==> src/sv/u8han_pkg.sv <==
// ----------------------------------------------------------------------------
// u8han_pkg
// types, constants and helper functions of the utf8 segmenter
// ----------------------------------------------------------------------------
package u8han_pkg;

  localparam int unsigned BufDepth = 4;

  typedef logic [BufDepth-1:0][7:0] buf_t;

  // controller -> datapath
  typedef struct packed {
    logic load;   // take a new byte into the buffer
    logic step;   // emit one character and shift it out
  } cmd_t;

  // datapath -> controller
  typedef struct packed {
    logic hold;      // nothing can be emitted at the current position
    logic last;      // the character about to be emitted ends the run
    logic out_free;  // output register can take a new character
  } status_t;

  localparam logic [20:0] HanZero    = 21'h003007;
  localparam logic [20:0] HanExtALo  = 21'h003400;
  localparam logic [20:0] HanExtAHi  = 21'h004DBF;
  localparam logic [20:0] HanUniLo   = 21'h004E00;
  localparam logic [20:0] HanUniHi   = 21'h009FFF;
  localparam logic [20:0] HanCompLo  = 21'h00F900;
  localparam logic [20:0] HanCompHi  = 21'h00FAFF;
  localparam logic [20:0] HanExtBLo  = 21'h020000;
  localparam logic [20:0] HanExtBHi  = 21'h02A6DF;
  localparam logic [20:0] HanExtCLo  = 21'h02A700;
  localparam logic [20:0] HanExtCHi  = 21'h02EBEF;
  localparam logic [20:0] HanExtGLo  = 21'h030000;
  localparam logic [20:0] HanExtGHi  = 21'h0323AF;

  // sequence length announced by a lead byte, bad leads count as one
  function automatic logic [2:0] lead_len(input logic [7:0] c);
    logic [2:0] len;
    if (c[7] == 1'b0) begin
      len = 3'd1;
    end else if (c[7:5] == 3'b110) begin
      len = 3'd2;
    end else if (c[7:4] == 4'b1110) begin
      len = 3'd3;
    end else if (c[7:3] == 5'b11110) begin
      len = 3'd4;
    end else begin
      len = 3'd1;
    end
    return len;
  endfunction

  // all present bytes after the lead, up to len, are continuations
  function automatic logic cont_ok(input buf_t b, input logic [2:0] n,
                                   input logic [2:0] len);
    logic ok;
    ok = 1'b1;
    for (int i = 1; i < BufDepth; i++) begin
      if ((3'(i) < len) && (3'(i) < n) && (b[i][7:6] != 2'b10)) begin
        ok = 1'b0;
      end
    end
    return ok;
  endfunction

  // a valid multi-byte prefix that still waits for more bytes
  function automatic logic pending(input buf_t b, input logic [2:0] n);
    logic [2:0] len;
    len = lead_len(b[0]);
    return (len != 3'd1) && cont_ok(b, n, len) && (n < len);
  endfunction

  function automatic logic han_flag(input logic [20:0] cp, input logic [2:0] len);
    logic h;
    h = 1'b0;
    if (len == 3'd3) begin
      h = (cp == HanZero) ||
          ((cp >= HanExtALo) && (cp <= HanExtAHi)) ||
          ((cp >= HanUniLo) && (cp <= HanUniHi)) ||
          ((cp >= HanCompLo) && (cp <= HanCompHi));
    end else if (len == 3'd4) begin
      h = ((cp >= HanExtBLo) && (cp <= HanExtBHi)) ||
          ((cp >= HanExtCLo) && (cp <= HanExtCHi)) ||
          ((cp >= HanExtGLo) && (cp <= HanExtGHi));
    end
    return h;
  endfunction

endpackage

==> src/sv/u8han_ctrl.sv <==
// ----------------------------------------------------------------------------
// u8han_ctrl
// sequencing controller: load one byte, then emit characters until done
// ----------------------------------------------------------------------------
module u8han_ctrl (
  input  logic               clk,
  input  logic               rst_n,
  input  logic               in_tvalid,
  output logic               in_tready,
  input  u8han_pkg::status_t st,
  output u8han_pkg::cmd_t    cmd
);
  import u8han_pkg::*;

  typedef enum logic {
    ST_IDLE,
    ST_WORK
  } state_t;

  state_t state_r, state_nxt;
  logic   in_tready_r;

  assign in_tready = in_tready_r;

  always_comb begin
    state_nxt = state_r;
    cmd       = '0;
    unique case (state_r)
      ST_IDLE: begin
        if (in_tvalid && in_tready_r) begin
          cmd.load  = 1'b1;
          state_nxt = ST_WORK;
        end
      end
      ST_WORK: begin
        if (st.hold) begin
          state_nxt = ST_IDLE;
        end else if (st.out_free) begin
          cmd.step = 1'b1;
          if (st.last) begin
            state_nxt = ST_IDLE;
          end
        end
      end
      default: state_nxt = ST_IDLE;
    endcase
  end

  always_ff @(posedge clk) begin
    if (!rst_n) begin
      state_r     <= ST_IDLE;
      in_tready_r <= 1'b0;
    end else begin
      state_r     <= state_nxt;
      in_tready_r <= (state_nxt == ST_IDLE);
    end
  end

endmodule

==> src/sv/u8han_datapath.sv <==
// ----------------------------------------------------------------------------
// u8han_datapath
// byte buffer, character decode, han test and output register
// ----------------------------------------------------------------------------
module u8han_datapath (
  input  logic               clk,
  input  logic               rst_n,
  input  u8han_pkg::cmd_t    cmd,
  output u8han_pkg::status_t st,
  input  logic [7:0]         in_byte,
  input  logic               in_end,
  output logic               out_tvalid,
  input  logic               out_tready,
  output logic [20:0]        out_value,
  output logic [2:0]         out_len,
  output logic               out_han,
  output logic               out_last
);
  import u8han_pkg::*;

  buf_t        buf_r, buf_nxt;
  logic [2:0]  n_r, n_nxt;
  logic        end_r;
  logic        out_tvalid_r;
  logic [20:0] out_value_r;
  logic [2:0]  out_len_r;
  logic        out_han_r;
  logic        out_last_r;

  logic [2:0]  len;
  logic        full_ok;
  logic [2:0]  k;
  logic [20:0] cp;
  buf_t        buf_sh;
  logic [2:0]  n_sh;
  logic [2:0]  idx;

  assign len     = lead_len(buf_r[0]);
  assign full_ok = (len != 3'd1) && cont_ok(buf_r, n_r, len) && (n_r >= len);
  assign k       = full_ok ? len : 3'd1;

  always_comb begin
    case (k)
      3'd2:    cp = {10'd0, buf_r[0][4:0], buf_r[1][5:0]};
      3'd3:    cp = {5'd0, buf_r[0][3:0], buf_r[1][5:0], buf_r[2][5:0]};
      3'd4:    cp = {buf_r[0][2:0], buf_r[1][5:0], buf_r[2][5:0], buf_r[3][5:0]};
      default: cp = {13'd0, buf_r[0]};
    endcase
  end

  // buffer after the emitted character is shifted out
  always_comb begin
    buf_sh = buf_r;
    idx    = '0;
    for (int i = 0; i < BufDepth; i++) begin
      idx = 3'(i) + k;
      if (idx < 3'(BufDepth)) begin
        buf_sh[i] = buf_r[idx[1:0]];
      end
    end
  end

  assign n_sh = n_r - k;

  assign st.hold     = (n_r == 3'd0) || (!end_r && pending(buf_r, n_r));
  assign st.last     = (n_sh == 3'd0) || (!end_r && pending(buf_sh, n_sh));
  assign st.out_free = !out_tvalid_r || out_tready;

  always_comb begin
    buf_nxt = buf_r;
    n_nxt   = n_r;
    if (cmd.load) begin
      buf_nxt[n_r[1:0]] = in_byte;
      n_nxt             = n_r + 3'd1;
    end else if (cmd.step) begin
      buf_nxt = buf_sh;
      n_nxt   = n_sh;
    end
  end

  always_ff @(posedge clk) begin
    if (!rst_n) begin
      n_r          <= '0;
      out_tvalid_r <= 1'b0;
    end else begin
      n_r <= n_nxt;
      if (cmd.step) begin
        out_tvalid_r <= 1'b1;
      end else if (out_tready) begin
        out_tvalid_r <= 1'b0;
      end
    end
  end

  always_ff @(posedge clk) begin
    buf_r <= buf_nxt;
    if (cmd.load) begin
      end_r <= in_end;
    end
    if (cmd.step) begin
      out_value_r <= cp;
      out_len_r   <= k;
      out_han_r   <= han_flag(cp, k);
      out_last_r  <= st.last;
    end
  end

  assign out_tvalid = out_tvalid_r;
  assign out_value  = out_value_r;
  assign out_len    = out_len_r;
  assign out_han    = out_han_r;
  assign out_last   = out_last_r;

endmodule

==> src/sv/utf8_segment_han_classify_top.sv <==
// ----------------------------------------------------------------------------
// utf8_segment_han_classify_top
// utf8 character segmenter with han ideograph flag
// ----------------------------------------------------------------------------
//  channel | dir | tdata                          | tlast        | tuser
//  in_     | in  | data_byte[7:0]                 | line_end     | -
//  out_    | out | char_value, char_length, is_han| last_of_run  | -
//
//  a byte transfer is loaded into the byte buffer, then the characters at
//  the buffer head are emitted (up to four) through the single output
//  register; a byte that only extends a held sequence emits nothing
//  rst_n is synchronous and clears the held byte count, the sequencer state
//  and the output valid; in_tready is low in reset and the first cycle after
//  a stalled output holds the decoder; a byte may be taken while the last
//  character of the previous byte still waits in the output register
module utf8_segment_han_classify_top (
  input  logic        clk,
  input  logic        rst_n,
  // input byte stream
  input  logic        in_tvalid,
  output logic        in_tready,
  input  logic [7:0]  in_tdata,   // [7:0] data_byte
  input  logic        in_tlast,   // line_end
  // character stream
  output logic        out_tvalid,
  input  logic        out_tready,
  output logic [31:0] out_tdata,  // [20:0] char_value, [23:21] char_length,
                                  // [24] is_han, [31:25] zero
  output logic        out_tlast   // last_of_run
);
  import u8han_pkg::*;

  cmd_t        cmd;
  status_t     st;
  logic [20:0] out_value;
  logic [2:0]  out_len;
  logic        out_han;

  // sequencer: idle waits for a byte, work emits one character per cycle while the output register is free
  u8han_ctrl u_ctrl (
    .clk       (clk),
    .rst_n     (rst_n),
    .in_tvalid (in_tvalid),
    .in_tready (in_tready),
    .st        (st),
    .cmd       (cmd)
  );

  // held bytes plus the new one, decode at the buffer head, output register
  u8han_datapath u_dp (
    .clk        (clk),
    .rst_n      (rst_n),
    .cmd        (cmd),
    .st         (st),
    .in_byte    (in_tdata),
    .in_end     (in_tlast),
    .out_tvalid (out_tvalid),
    .out_tready (out_tready),
    .out_value  (out_value),
    .out_len    (out_len),
    .out_han    (out_han),
    .out_last   (out_tlast)
  );

  // pack the character fields, lowest field first
  assign out_tdata = {7'd0, out_han, out_len, out_value};

endmodule

==> config.mk <==
export PLATFORM = sky130hd
export DESIGN_NAME = utf8_segment_han_classify_top
export DESIGN_NICKNAME = d
export VERILOG_FILES = /design/src/sv/u8han_pkg.sv /design/src/sv/u8han_ctrl.sv /design/src/sv/u8han_datapath.sv /design/src/sv/utf8_segment_han_classify_top.sv
export SDC_FILE = /design/constraint.sdc
export NUM_CORES = 1
export LEC_CHECK = 0
export BUFFER_PORTS_ARGS = -buffer_cell sky130_fd_sc_hd__buf_2
export CAP_MARGIN = 30
export CORE_MARGIN = 8
export CORE_UTILIZATION = 45
export CTS_CLUSTER_DIAMETER = 200
export DETAILED_ROUTE_END_ITERATION = 16
export PLACE_DENSITY = 0.66
export SLEW_MARGIN = 20
export SYNTH_ARGS = -nofsm -noshare
export SYNTH_HDL_FRONTEND = slang
export SYNTH_HIERARCHICAL = 1
export SYNTH_SLANG_ARGS = --single-unit
export TNS_END_PERCENT = 100
==> constraint.sdc <==
create_clock -name clk -period 4.3 [get_ports clk]
set_input_delay 0.215 -clock clk [delete_from_list [all_inputs] [get_ports clk]]
set_output_delay 0.215 -clock clk [all_outputs]
set_load 0.01 [all_outputs]
==> results of run 1 <==
[stage by stage]
step	instance area (µm²)	cells	setup TNS [ps]	setup WS, ps
6_report	6290	792	-239	-98.7
5_1_grt	6290	792	-832	-283
4_1_cts	6150	788	-13.6	-13.6
3_5_place_dp	5900	769	-868	-327
3_3_place_gp	5900	769	-341	-179
2_1_floorplan	5080	540	-64.7	-64.7
[path summary, 6_finish.rpt]
path	from	to	depth (start not counted)
worst max-delay path	u_dp/buf_r[3]$_DFFE_PP_	u_ctrl/in_tready$_SDFF_PN0_	23
worst min-delay path	in_tlast	u_dp/end_r$_DFFE_PP_	1
worst max register to register	u_dp/buf_r[3]$_DFFE_PP_	u_ctrl/in_tready$_SDFF_PN0_	23
worst min register to register	u_ctrl/state_r$_SDFF_PN0_	u_ctrl/state_r$_SDFF_PN0_	2
[flip-flops by register name (all words and copies together) (netlist names)]
signal,count
u_dp/out_len,3
u_dp/buf_r,32
u_dp/out_value,21
u_ctrl/state_r,1
u_dp/end_r,1
u_dp/n_r,3
u_dp/out_tvalid,1
u_dp/out_han,1
u_ctrl/in_tready,1
u_dp/out_last,1
[cell usage in the layout (no fill, tap or decap), drive strengths merged, types with 4 or more instances in the layout]
cell / Yosys / final
or3: 5 / 5
nand3: 18 / 18
nor2: 34 / 34
mux2i: 27 / 27
nor2b: 11 / 11
conb: 1 / 7
nor3: 12 / 12
clkbuf: 18 / 11
a22o: 16 / 16
o221ai: 4 / 4
a21oi: 23 / 23
mux4: 6 / 6
buf: 24 / 139
and2: 13 / 13
dfxtp: 6 / 6
nand4: 6 / 6
a21o: 7 / 7
inv: 23 / 23
nor4: 4 / 4
edfxtp: 59 / 59
a32o: 6 / 6
o21ai: 33 / 33
nand2: 80 / 80
a22oi: 6 / 6
nand2b: 9 / 9
ha: 15 / 15
[what timing repair did]
| action | CTS | global route |
|---|---|---|
| buffers inserted | 4 | 5 |
| cloned | 0 | 0 |
| endpoints found under the setup margin | 4 | 4 |
| pin swaps | 11 | 19 |
| gates resized for setup | 13 | 20 |
[where the power goes]
part	switching [W]	leakage (nW)	internal (W)
sequential	0.0000185	0.619	0.000709
combinational	0.000226	1.89	0.000200
clock	0.000245	0.0766	0.000203
total	0.000490	2.58	0.00111
[cells in the mapped netlist, types with 7 or more instances]
cell       n  area, µm²
a21oi_1   21        105
a22o_1    16        140
and2_1    12       75.1
buf_2      7       35.0
buf_4     11       82.6
clkbuf_1  17       63.8
edfxtp_1  59       1770
ha_1      15        188
inv_1     22       82.6
mux2i_1   26        260
nand2_1   80        300
nand2b_1   9       56.3
nand3_1   18       90.1
nor2_1    32        120
nor2b_1   11       68.8
nor3_1    11       55.1
o21ai_0   31        155
[cells by family (layout without fill, tap and decap cells)]
kind of cell,after synthesis,after routing,synth area share
DFF,65,65,0.379
muxes,36,36,0.0888
AOI/OAI and AO/OA,139,139,0.208
and+or+nand+nor,209,209,0.212
xor gates and xnor gates,3,3,0.00527
buffers and inverters,65,177,0.0640
adders and majority gates,16,16,0.0416
other,1,7,0.000752
[final cells by class]
cell class / instances / share of cell area
Timing Repair Buffer: 139 / 0.152
Clock inverter: 4 / 0.00338
Tap cell: 140 / 0.0279
Clock buffer: 11 / 0.0209
Inverter: 23 / 0.0145
Sequential cell: 65 / 0.301
Multi-Input combinational cell: 410 / 0.480
[per-layer routing]
layer	vias to the layer above	global-route usage
li1	2204	-
met5	-	0
met1	2287	0.260
met2	228	0.375
met4	0	0.0810
met3	33	0.0433
==> results.md, run 1 <==
- Status: finished, violations left
- Failing checks: setup timing
- Sequential element share of the synthesized area: 0.379
- Post-synth EDFFs: 59
- Max-slew violations: 0
- DR vias: 4,752
- Initial antenna violation count: 0
- Final core occ: 0.580
- Avg Inst Size Synth: 9.34 µm²
- Type of origin of the critical path: flop
- Initial Util: 0.460
- Share of layout cells above drive strength 1: 0.331
- RSZ-0062 raised after global routing: yes
- CTS root buffer: clkbuf_8
- Clock-pin slew on the worst setup and hold paths: 80 ps
- P_leak: 2.58 nW
- TritonCTS clock tree: built
- WL final: 15.8 mm
- Post-Syn Instances: 534
- Asr flop ratio synth: 0
- Netlist cell types: 79
- # rows: 38
- # nets final: 677
- Routed length on met1: 6.48 mm
- Max Used Layer: met4
- Cts hold-fix bufs: 0
- Max cap viols: 0
- Reg2Reg Setup Slack: -100 ps
- GRT Total Usage: 0.217
- Hold_ws: 46.3 ps
- Core Area: 10,800 µm²
- CTS HTree Levels: 3
- Multi-input combinational cell area: 3020 µm²
- DRT Pass-1 Iters: 5
- Synthesized cell area: 4990 µm²
- Final worst slack: -98.7 ps
- Antenna diodes: 0
- Port bufs: 40
- 1st-iter DRT viols: 498
- Clock Skew: 10.8 ps
- Tightest Hold Check Type: in -> reg
- Post-route ant nets: 0
- Routed wl met2: 7.91 mm
- # DRC: 0
- Vias in the first global route: 4,669
- Largest net degree at the start of global routing: 28
- Endpoints failing setup: 3
- Slew @ Worst Pin: 778 ps
- Num CTS Buffers: 9
- Synth Flop Type: edfxtp_1
- Die height: 121 µm
- Max Root-Sink Buffers: 2
- Cell chain of the critical path: buf_6 -> nand2b_4 -> a21oi_4 -> inv_2 -> ha_1 -> nor2b_2 -> o21ai_4 -> nand3_4 -> buf_6 -> nand2b_4 -> ha_4 -> inv_2 -> fa_2 -> xor2_2 -> xnor2_2 -> ha_4 -> a211oi_4 -> o2111ai_2 -> nor4b_2 -> o22a_1 -> a21oi_2 -> a21oi_2 -> and2_1
- Yosys warning count: 6
- Worst Setup End Kind: flop
- CTS sink cnt: 65
- CP Class: reg -> reg
- Critical path arrival: 4700 ps
- #FFs+latches synth: 65
- Worst path slowest cell: edfxtp_1
- CP required: 4600 ps
- Vias per std cell: 6.00
- Chip Width: 121 µm
- PwrDens: 255 nW/µm²
- Die area: 14,700 µm²
- Tmin final: 4400 ps
- Filler Cell Count: 987
- GR Overflow Total: 0
- VDD IR-drop max: 0.135 mV
- Crit share post-route: 1.02
- DR WL/cell: 19.9 µm
- Max frequency: 227 MHz
- Delay-heaviest family, CP: compound AO/OA/AOI/OAI gates
- DR WL met3: 979 µm
- Gpl congestion: 0.986
- First-pass GRT wire length: 24.8 mm
- Total Power: 0.00160 W
- Max-slew headroom: 0.481
- Register area: 1890 µm²
- Io pins: 48
- Crit-path max cell delay: 430 ps
- Worst path bufs/invs: 4
- Clk_lat worst skew: 350 ps
- Area growth syn-to-layout: 26.0%
- Hold Violations, Final: 0
- Dpl hpwl: 12.3 mm
- CP max FO: 4
(Power assumes the default switching activity.)
==> inputs of run 2 (changes only) <==
Settings changed: PLACE_DENSITY 0.66 to not set.
Clock period 4.3 ns to 5.5 ns, I/O delays scaled along.
==> run 2 against run 1 <==
Compared with the run above: the run now ends clean; setup slack better by 420 ps; non-clock buffer count is 89 lower; clock skew about the same; via count decreased by 7.6%; core utilization fell by 7.6 points; worst hold slack gained 47 ps; fmax fell by 15%; global-route usage shrank 1.6 points; clock-buffer cell count is 1 lower; sequential power down 21%; critical path depth is 3 lower; critical endpoint is now u_dp/out_han$_DFFE_PP_; largest power group unchanged.
==> results.md, run 2 (same netlist as run 1, synthesis figures left out) <==
- Status: complete, no violations (was finished, violations left)
- PwrDens: 226 nW/µm² (was 255 nW/µm²)
- Core Area: 10,800 µm² (unchanged)
- # rows: 38 (unchanged)
- Clock-pin slew on the worst setup and hold paths: 80 ps (about the same)
- Post-route insts no fill: 704 (was 792)
- CTS sink cnt: 65 (unchanged)
- Max Root-Sink Buffers: 2 (unchanged)
- Hold path depth: 1 (unchanged)
- # DRC: 0 (unchanged)
- Crit share post-route: 0.942 (was 1.02)
- DR WL/cell: 20.9 µm (was 19.9 µm)
- Endpoints failing setup: 0 (was 3)
- Gpl congestion: 0.943 (was 0.986)
- Post-route ant nets: 0 (unchanged)
- Chip Width: 121 µm (unchanged)
- Critical path arrival: 5290 ps (was 4700 ps)
- Area growth syn-to-layout: 9.53% (was 26.0%)
- Clk_lat worst skew: 360 ps (was 350 ps)
- Num CTS Buffers: 9 (unchanged)
- Commonest non-fill, non-tap cell in the layout: nand2_1 (was buf_4)
- Post-CTS Setup Bufs: 0 (was 4)
- Clock Skew: 11.1 ps (was 10.8 ps)
- VDD IR-drop max: 0.103 mV (was 0.135 mV)
- RSZ-0062 raised after global routing: no (was yes)
- Antenna diodes: 0 (unchanged)
- CP Class: reg -> reg (unchanged)
- Final TNS setup: 0 ps (was -239 ps)
- GR Overflow Total: 0 (unchanged)
- Dpl hpwl: 11.1 mm (was 12.3 mm)
- Post-CTS sizing: 0 (was 13)
- DR vias: 4,389 (was 4,752)
- CP required: 5610 ps (was 4600 ps)
- Largest Register: u_dp/buf_r (unchanged)
- Max cap viols: 0 (unchanged)
- Port bufs: 40 (unchanged)
- Die area: 14,700 µm² (unchanged)
- # nets final: 588 (was 677)
- Cts hold-fix bufs: 0 (unchanged)
- Commonest non-fill, non-tap cells in the layout: nand2_1 (80), edfxtp_1 (59), buf_2 (40) (was buf_4 (96), nand2_1 (79), edfxtp_1 (59))
- Share of layout cells above drive strength 1: 0.181 (was 0.331)
- Initial Util: 0.460 (unchanged)
- Hold Violations, Final: 0 (unchanged)
- GRT Total Usage: 0.200 (was 0.217)
- CTS HTree Levels: 3 (unchanged)
- Type of origin of the critical path: flop (unchanged)
- DRT Pass-1 Iters: 6 (was 5)
- Max-slew headroom: 0.418 (was 0.481)
- P_leak: 2.14 nW (was 2.58 nW)
- Hold_ws: 93.6 ps (was 46.3 ps)
- Die height: 121 µm (unchanged)
- 1st-iter DRT viols: 488 (was 498)
- Largest net degree at the start of global routing: 38 (was 28)
- Dpl cell area: 5240 µm² (was 5900 µm²)
- WL final: 14.7 mm (was 15.8 mm)
- First-pass GRT wire length: 22.9 mm (was 24.8 mm)
- Post-Place Cells: 688 (was 769)
- Slew @ Worst Pin: 864 ps (was 778 ps)
- Worst r2r path cells: 20 (was 23)
- TritonCTS clock tree: built (unchanged)
- Tmin final: 5180 ps (was 4400 ps)
- Max-slew violations: 0 (unchanged)
- Initial antenna violation count: 0 (unchanged)
- CP max FO: 14 (was 4)
- Io pins: 48 (unchanged)
- CTS root buffer: clkbuf_8 (unchanged)
- Worst Setup End Kind: flop (unchanged)
- Max frequency: 193 MHz (was 227 MHz)
- Cell area after layout: 5460 µm² (was 6290 µm²)
- Filler Cell Count: 1,051 (was 987)
- Total Power: 0.00123 W (was 0.00160 W)
- Max FFs per register: 32 (unchanged)
- Vias per std cell: 6.23 (was 6.00)
- Vias in the first global route: 4,103 (was 4,669)
- Tightest Hold Check Type: in -> reg (unchanged)
run 2: changes by cell type in the layout (fill, tap and decap cells not counted), sizes merged:
cell,change
buf,-89
bufinv,+1
clkbuf,-1
clkinv,-1
clkinvlp,+1
inv,+1
run 2: area by class of cell:
cell class	count	area [µm²]	share of cell area
Tap cell	140	175	0.0321
Inverter	23	86.3	0.0158
Clock buffer	10	128	0.0234
Clock inverter	6	67.6	0.0124
Timing Repair Buffer	50	283	0.0518
Sequential cell	65	1890	0.346
Multi-Input combinational cell	410	2830	0.518
run 2: power by group:
part | switching [W] | leakage, nW | internal, W | total, W
Sequential | 0.0000190 | 0.619 | 0.000555 | 0.000574
Clock | 0.000206 | 0.0929 | 0.000211 | 0.000417
Combinational | 0.000148 | 1.43 | 0.0000959 | 0.000244
run 2: worst max-delay path, cell delays in order, from the launching register on:
cell and delay (ps):
edfxtp_1 460, nand2_1 200, or3_1 480, ha_1 340, nand2_1 90, o21ai_4 170, nand3_1 200, buf_4 230
nand2b_1 160, inv_1 80, ha_1 250, ha_4 270, a22oi_1 130, nor2b_1 200, or4_1 570, mux2_2 320
nand2_1 90, a31oi_1 80, a41oi_1 260, o211ai_1 150, o32a_1 180
run 2: through the flow:
stage	utilization	worst slack [ps]
floorplan	-	755
global placement	0.482	284
detailed placement	0.483	146
CTS	0.501	92.4
global route	0.504	41.3
finish	0.504	320
run 2: layer usage:
metal,GRT usage,up-vias,part of all wire
met5,0,-,0
met4,0.108,0,0.034
met3,0.0391,38,0.065
met2,0.316,208,0.47
met1,0.254,2112,0.43
li1,-,2031,-
run 2: final timing paths:
| kind | slack (ps) | endpoint | startpoint |
|---|---|---|---|
| setup / recovery | 320 | u_dp/out_han$_DFFE_PP_ | u_dp/buf_r[7]$_DFFE_PP_ |
| hold reg to reg | 550 | u_dp/out_tvalid$_SDFFE_PN0P_ | u_dp/out_tvalid$_SDFFE_PN0P_ |
| hold / removal | 90 | u_dp/end_r$_DFFE_PP_ | in_tlast |
| setup reg to reg | 320 | u_dp/out_han$_DFFE_PP_ | u_dp/buf_r[7]$_DFFE_PP_ |
==> inputs of run 3 (changes only) <==
Settings changed: TNS_END_PERCENT 100 to 1.
Clock period 5.5 ns to 4.8 ns, I/O delays scaled along.
==> run 3 against run 2 <==
Compared with the run above: die area is the same; worst hold slack lost 23 ps; flip-flop and latch count is the same; critical path depth grew 1; clock skew shrank 3.9 ps; via count grew 1.0%; register-to-register slack lost 50 ps; non-clock buffer count grew 14; cell area grew 2.5%; combinational power grew 23%; clock-buffer cell count grew 2.
==> results.md, run 3 (same netlist as run 1, synthesis figures left out) <==
- Status: complete, no violations (unchanged)
- Max-slew headroom: 0.422 (was 0.418)
- Initial antenna violation count: 0 (unchanged)
- Max Root-Sink Buffers: 2 (unchanged)
- GR Overflow Total: 0 (unchanged)
- Crit share post-route: 0.944 (was 0.942)
- Cts hold-fix bufs: 0 (unchanged)
- CP max FO: 9 (was 14)
- Hold_ws: 70.3 ps (was 93.6 ps)
- CP required: 5100 ps (was 5610 ps)
- Gpl congestion: 0.983 (was 0.943)
- CTS sink cnt: 65 (unchanged)
- CTS root buffer: clkbuf_8 (unchanged)
- Hold Violations, Final: 0 (unchanged)
- Final worst slack: 269 ps (was 320 ps)
- Commonest non-fill, non-tap cells in the layout: nand2_1 (79), edfxtp_1 (59), buf_2 (40) (was nand2_1 (80), edfxtp_1 (59), buf_2 (40))
- DR vias: 4,433 (was 4,389)
- Largest net degree at the start of global routing: 32 (was 38)
- DRT Pass-1 Iters: 5 (was 6)
- RSZ-0062 raised after global routing: yes (was no)
- Io pins: 48 (unchanged)
- CP Class: reg -> reg (unchanged)
- Die area: 14,700 µm² (unchanged)
- Core Area: 10,800 µm² (unchanged)
- Clock Skew: 7.18 ps (was 11.1 ps)
- First-pass GRT wire length: 22.9 mm (about the same)
- Commonest non-fill, non-tap cell in the layout: nand2_1 (unchanged)
- Type of origin of the critical path: flop (unchanged)
- Dpl hpwl: 11.3 mm (was 11.1 mm)
- Largest Register: u_dp/buf_r (unchanged)
- Max frequency: 221 MHz (was 193 MHz)
- Tmin final: 4530 ps (was 5180 ps)
- # DRC: 0 (unchanged)
- Share of layout cells above drive strength 1: 0.204 (was 0.181)
- DR WL/cell: 20.4 µm (was 20.9 µm)
- GRT Total Usage: 0.199 (was 0.200)
- Critical path arrival: 4830 ps (was 5290 ps)
- Post-route ant nets: 0 (unchanged)
- Tightest Hold Check Type: in -> reg (unchanged)
- Endpoints failing setup: 0 (unchanged)
- Clock-pin slew on the worst setup and hold paths: 70 ps (was 80 ps)
- PwrDens: 259 nW/µm² (was 226 nW/µm²)
- # rows: 38 (unchanged)
- # nets final: 602 (was 588)
- Vias per std cell: 6.17 (was 6.23)
- Max cap viols: 0 (unchanged)
- Total Power: 0.00145 W (was 0.00123 W)
- Slew @ Worst Pin: 858 ps (was 864 ps)
- Initial Util: 0.460 (unchanged)
- Pre-CTS WS: 7.50 ps (was 146 ps)
- Max-slew violations: 0 (unchanged)
- Max FFs per register: 32 (unchanged)
- Antenna diodes: 0 (unchanged)
- P_leak: 2.21 nW (was 2.14 nW)
- Worst Setup End Kind: flop (unchanged)
- Chip Width: 121 µm (unchanged)
- CTS HTree Levels: 3 (unchanged)
- Area growth syn-to-layout: 12.3% (was 9.53%)
- WL final: 14.6 mm (was 14.7 mm)
- Die height: 121 µm (unchanged)
- TritonCTS clock tree: built (unchanged)
- 1st-iter DRT viols: 459 (was 488)
- Clk_lat worst skew: 350 ps (was 360 ps)
- VDD IR-drop max: 0.118 mV (was 0.103 mV)
- Vias in the first global route: 4,243 (was 4,103)
- Port bufs: 40 (unchanged)
- Num CTS Buffers: 9 (unchanged)
## run 3: critical path: stages, from the launching register on
cell	delay [ps]
edfxtp_1	370
nand2_2	120
or3_4	420
ha_1	330
a21oi_2	180
o21ai_4	90
nand3_2	130
buf_4	180
nand2b_1	110
ha_1	130
inv_1	40
fa_1	390
xor2_1	170
xnor2_1	250
ha_1	290
a211oi_2	250
o2111ai_2	160
nor4b_2	280
o22a_1	190
a21oi_1	70
a21oi_1	190
and2_1	140
## run 3: layout make-up
class / instances / area, µm²
clock inverter: 4 / 67.6
timing repair buffer: 64 / 380
clock buffer: 12 / 135
fill: 1011 / 5240
sequential: 65 / 1890
tap: 140 / 175
inverter: 23 / 86.3
multi-input combinational: 410 / 2860
## run 3: worst paths after layout
kind	startpoint	endpoint	slack (ps)	cells past startpoint
worst max-delay path	u_dp/buf_r[7]$_DFFE_PP_	u_ctrl/in_tready$_SDFF_PN0_	270	21
worst min-delay path	in_tlast	u_dp/end_r$_DFFE_PP_	70	1
worst max register to register	u_dp/buf_r[7]$_DFFE_PP_	u_ctrl/in_tready$_SDFF_PN0_	270	21
worst min register to register	u_dp/out_tvalid$_SDFFE_PN0P_	u_dp/out_tvalid$_SDFFE_PN0P_	550	2
## run 3: layer usage
layer / share of wire / global-route usage / wire, µm / up-vias
li1: - / - / - / 2058
met1: 0.43 / 0.247 / 6240 / 2151
met4: 0.043 / 0.112 / 635 / 0
met3: 0.062 / 0.0386 / 913 / 42
met5: 0 / 0 / 0 / -
met2: 0.47 / 0.317 / 6850 / 182
## run 3: power breakdown
part / leakage (nW) / internal (W) / switching, W
Sequential: 0.619 / 0.000636 / 0.0000179
Combinational: 1.50 / 0.000122 / 0.000179
Clock: 0.0997 / 0.000290 / 0.000208
Total: 2.21 / 0.00105 / 0.000405
## run 3: metrics by stage
stage	instances	area, µm²	utilization	TNS, ps
3_5_place_dp	702	5340	0.492	0
2_1_floorplan	540	5010	-	0
3_3_place_gp	702	5340	0.492	0
5_1_grt	718	5600	0.517	-15.4
4_1_cts	718	5540	0.511	0
6_report	718	5600	0.517	0
## run 3: what timing repair did
action | CTS | global route
endpoints found under the setup margin | 1 | 3
gates cloned | 0 | 0
buffers inserted | 0 | 0
endpoints found under the hold margin | 0 | 0
gates resized for setup | 1 | 12
pin swaps | 0 | 3
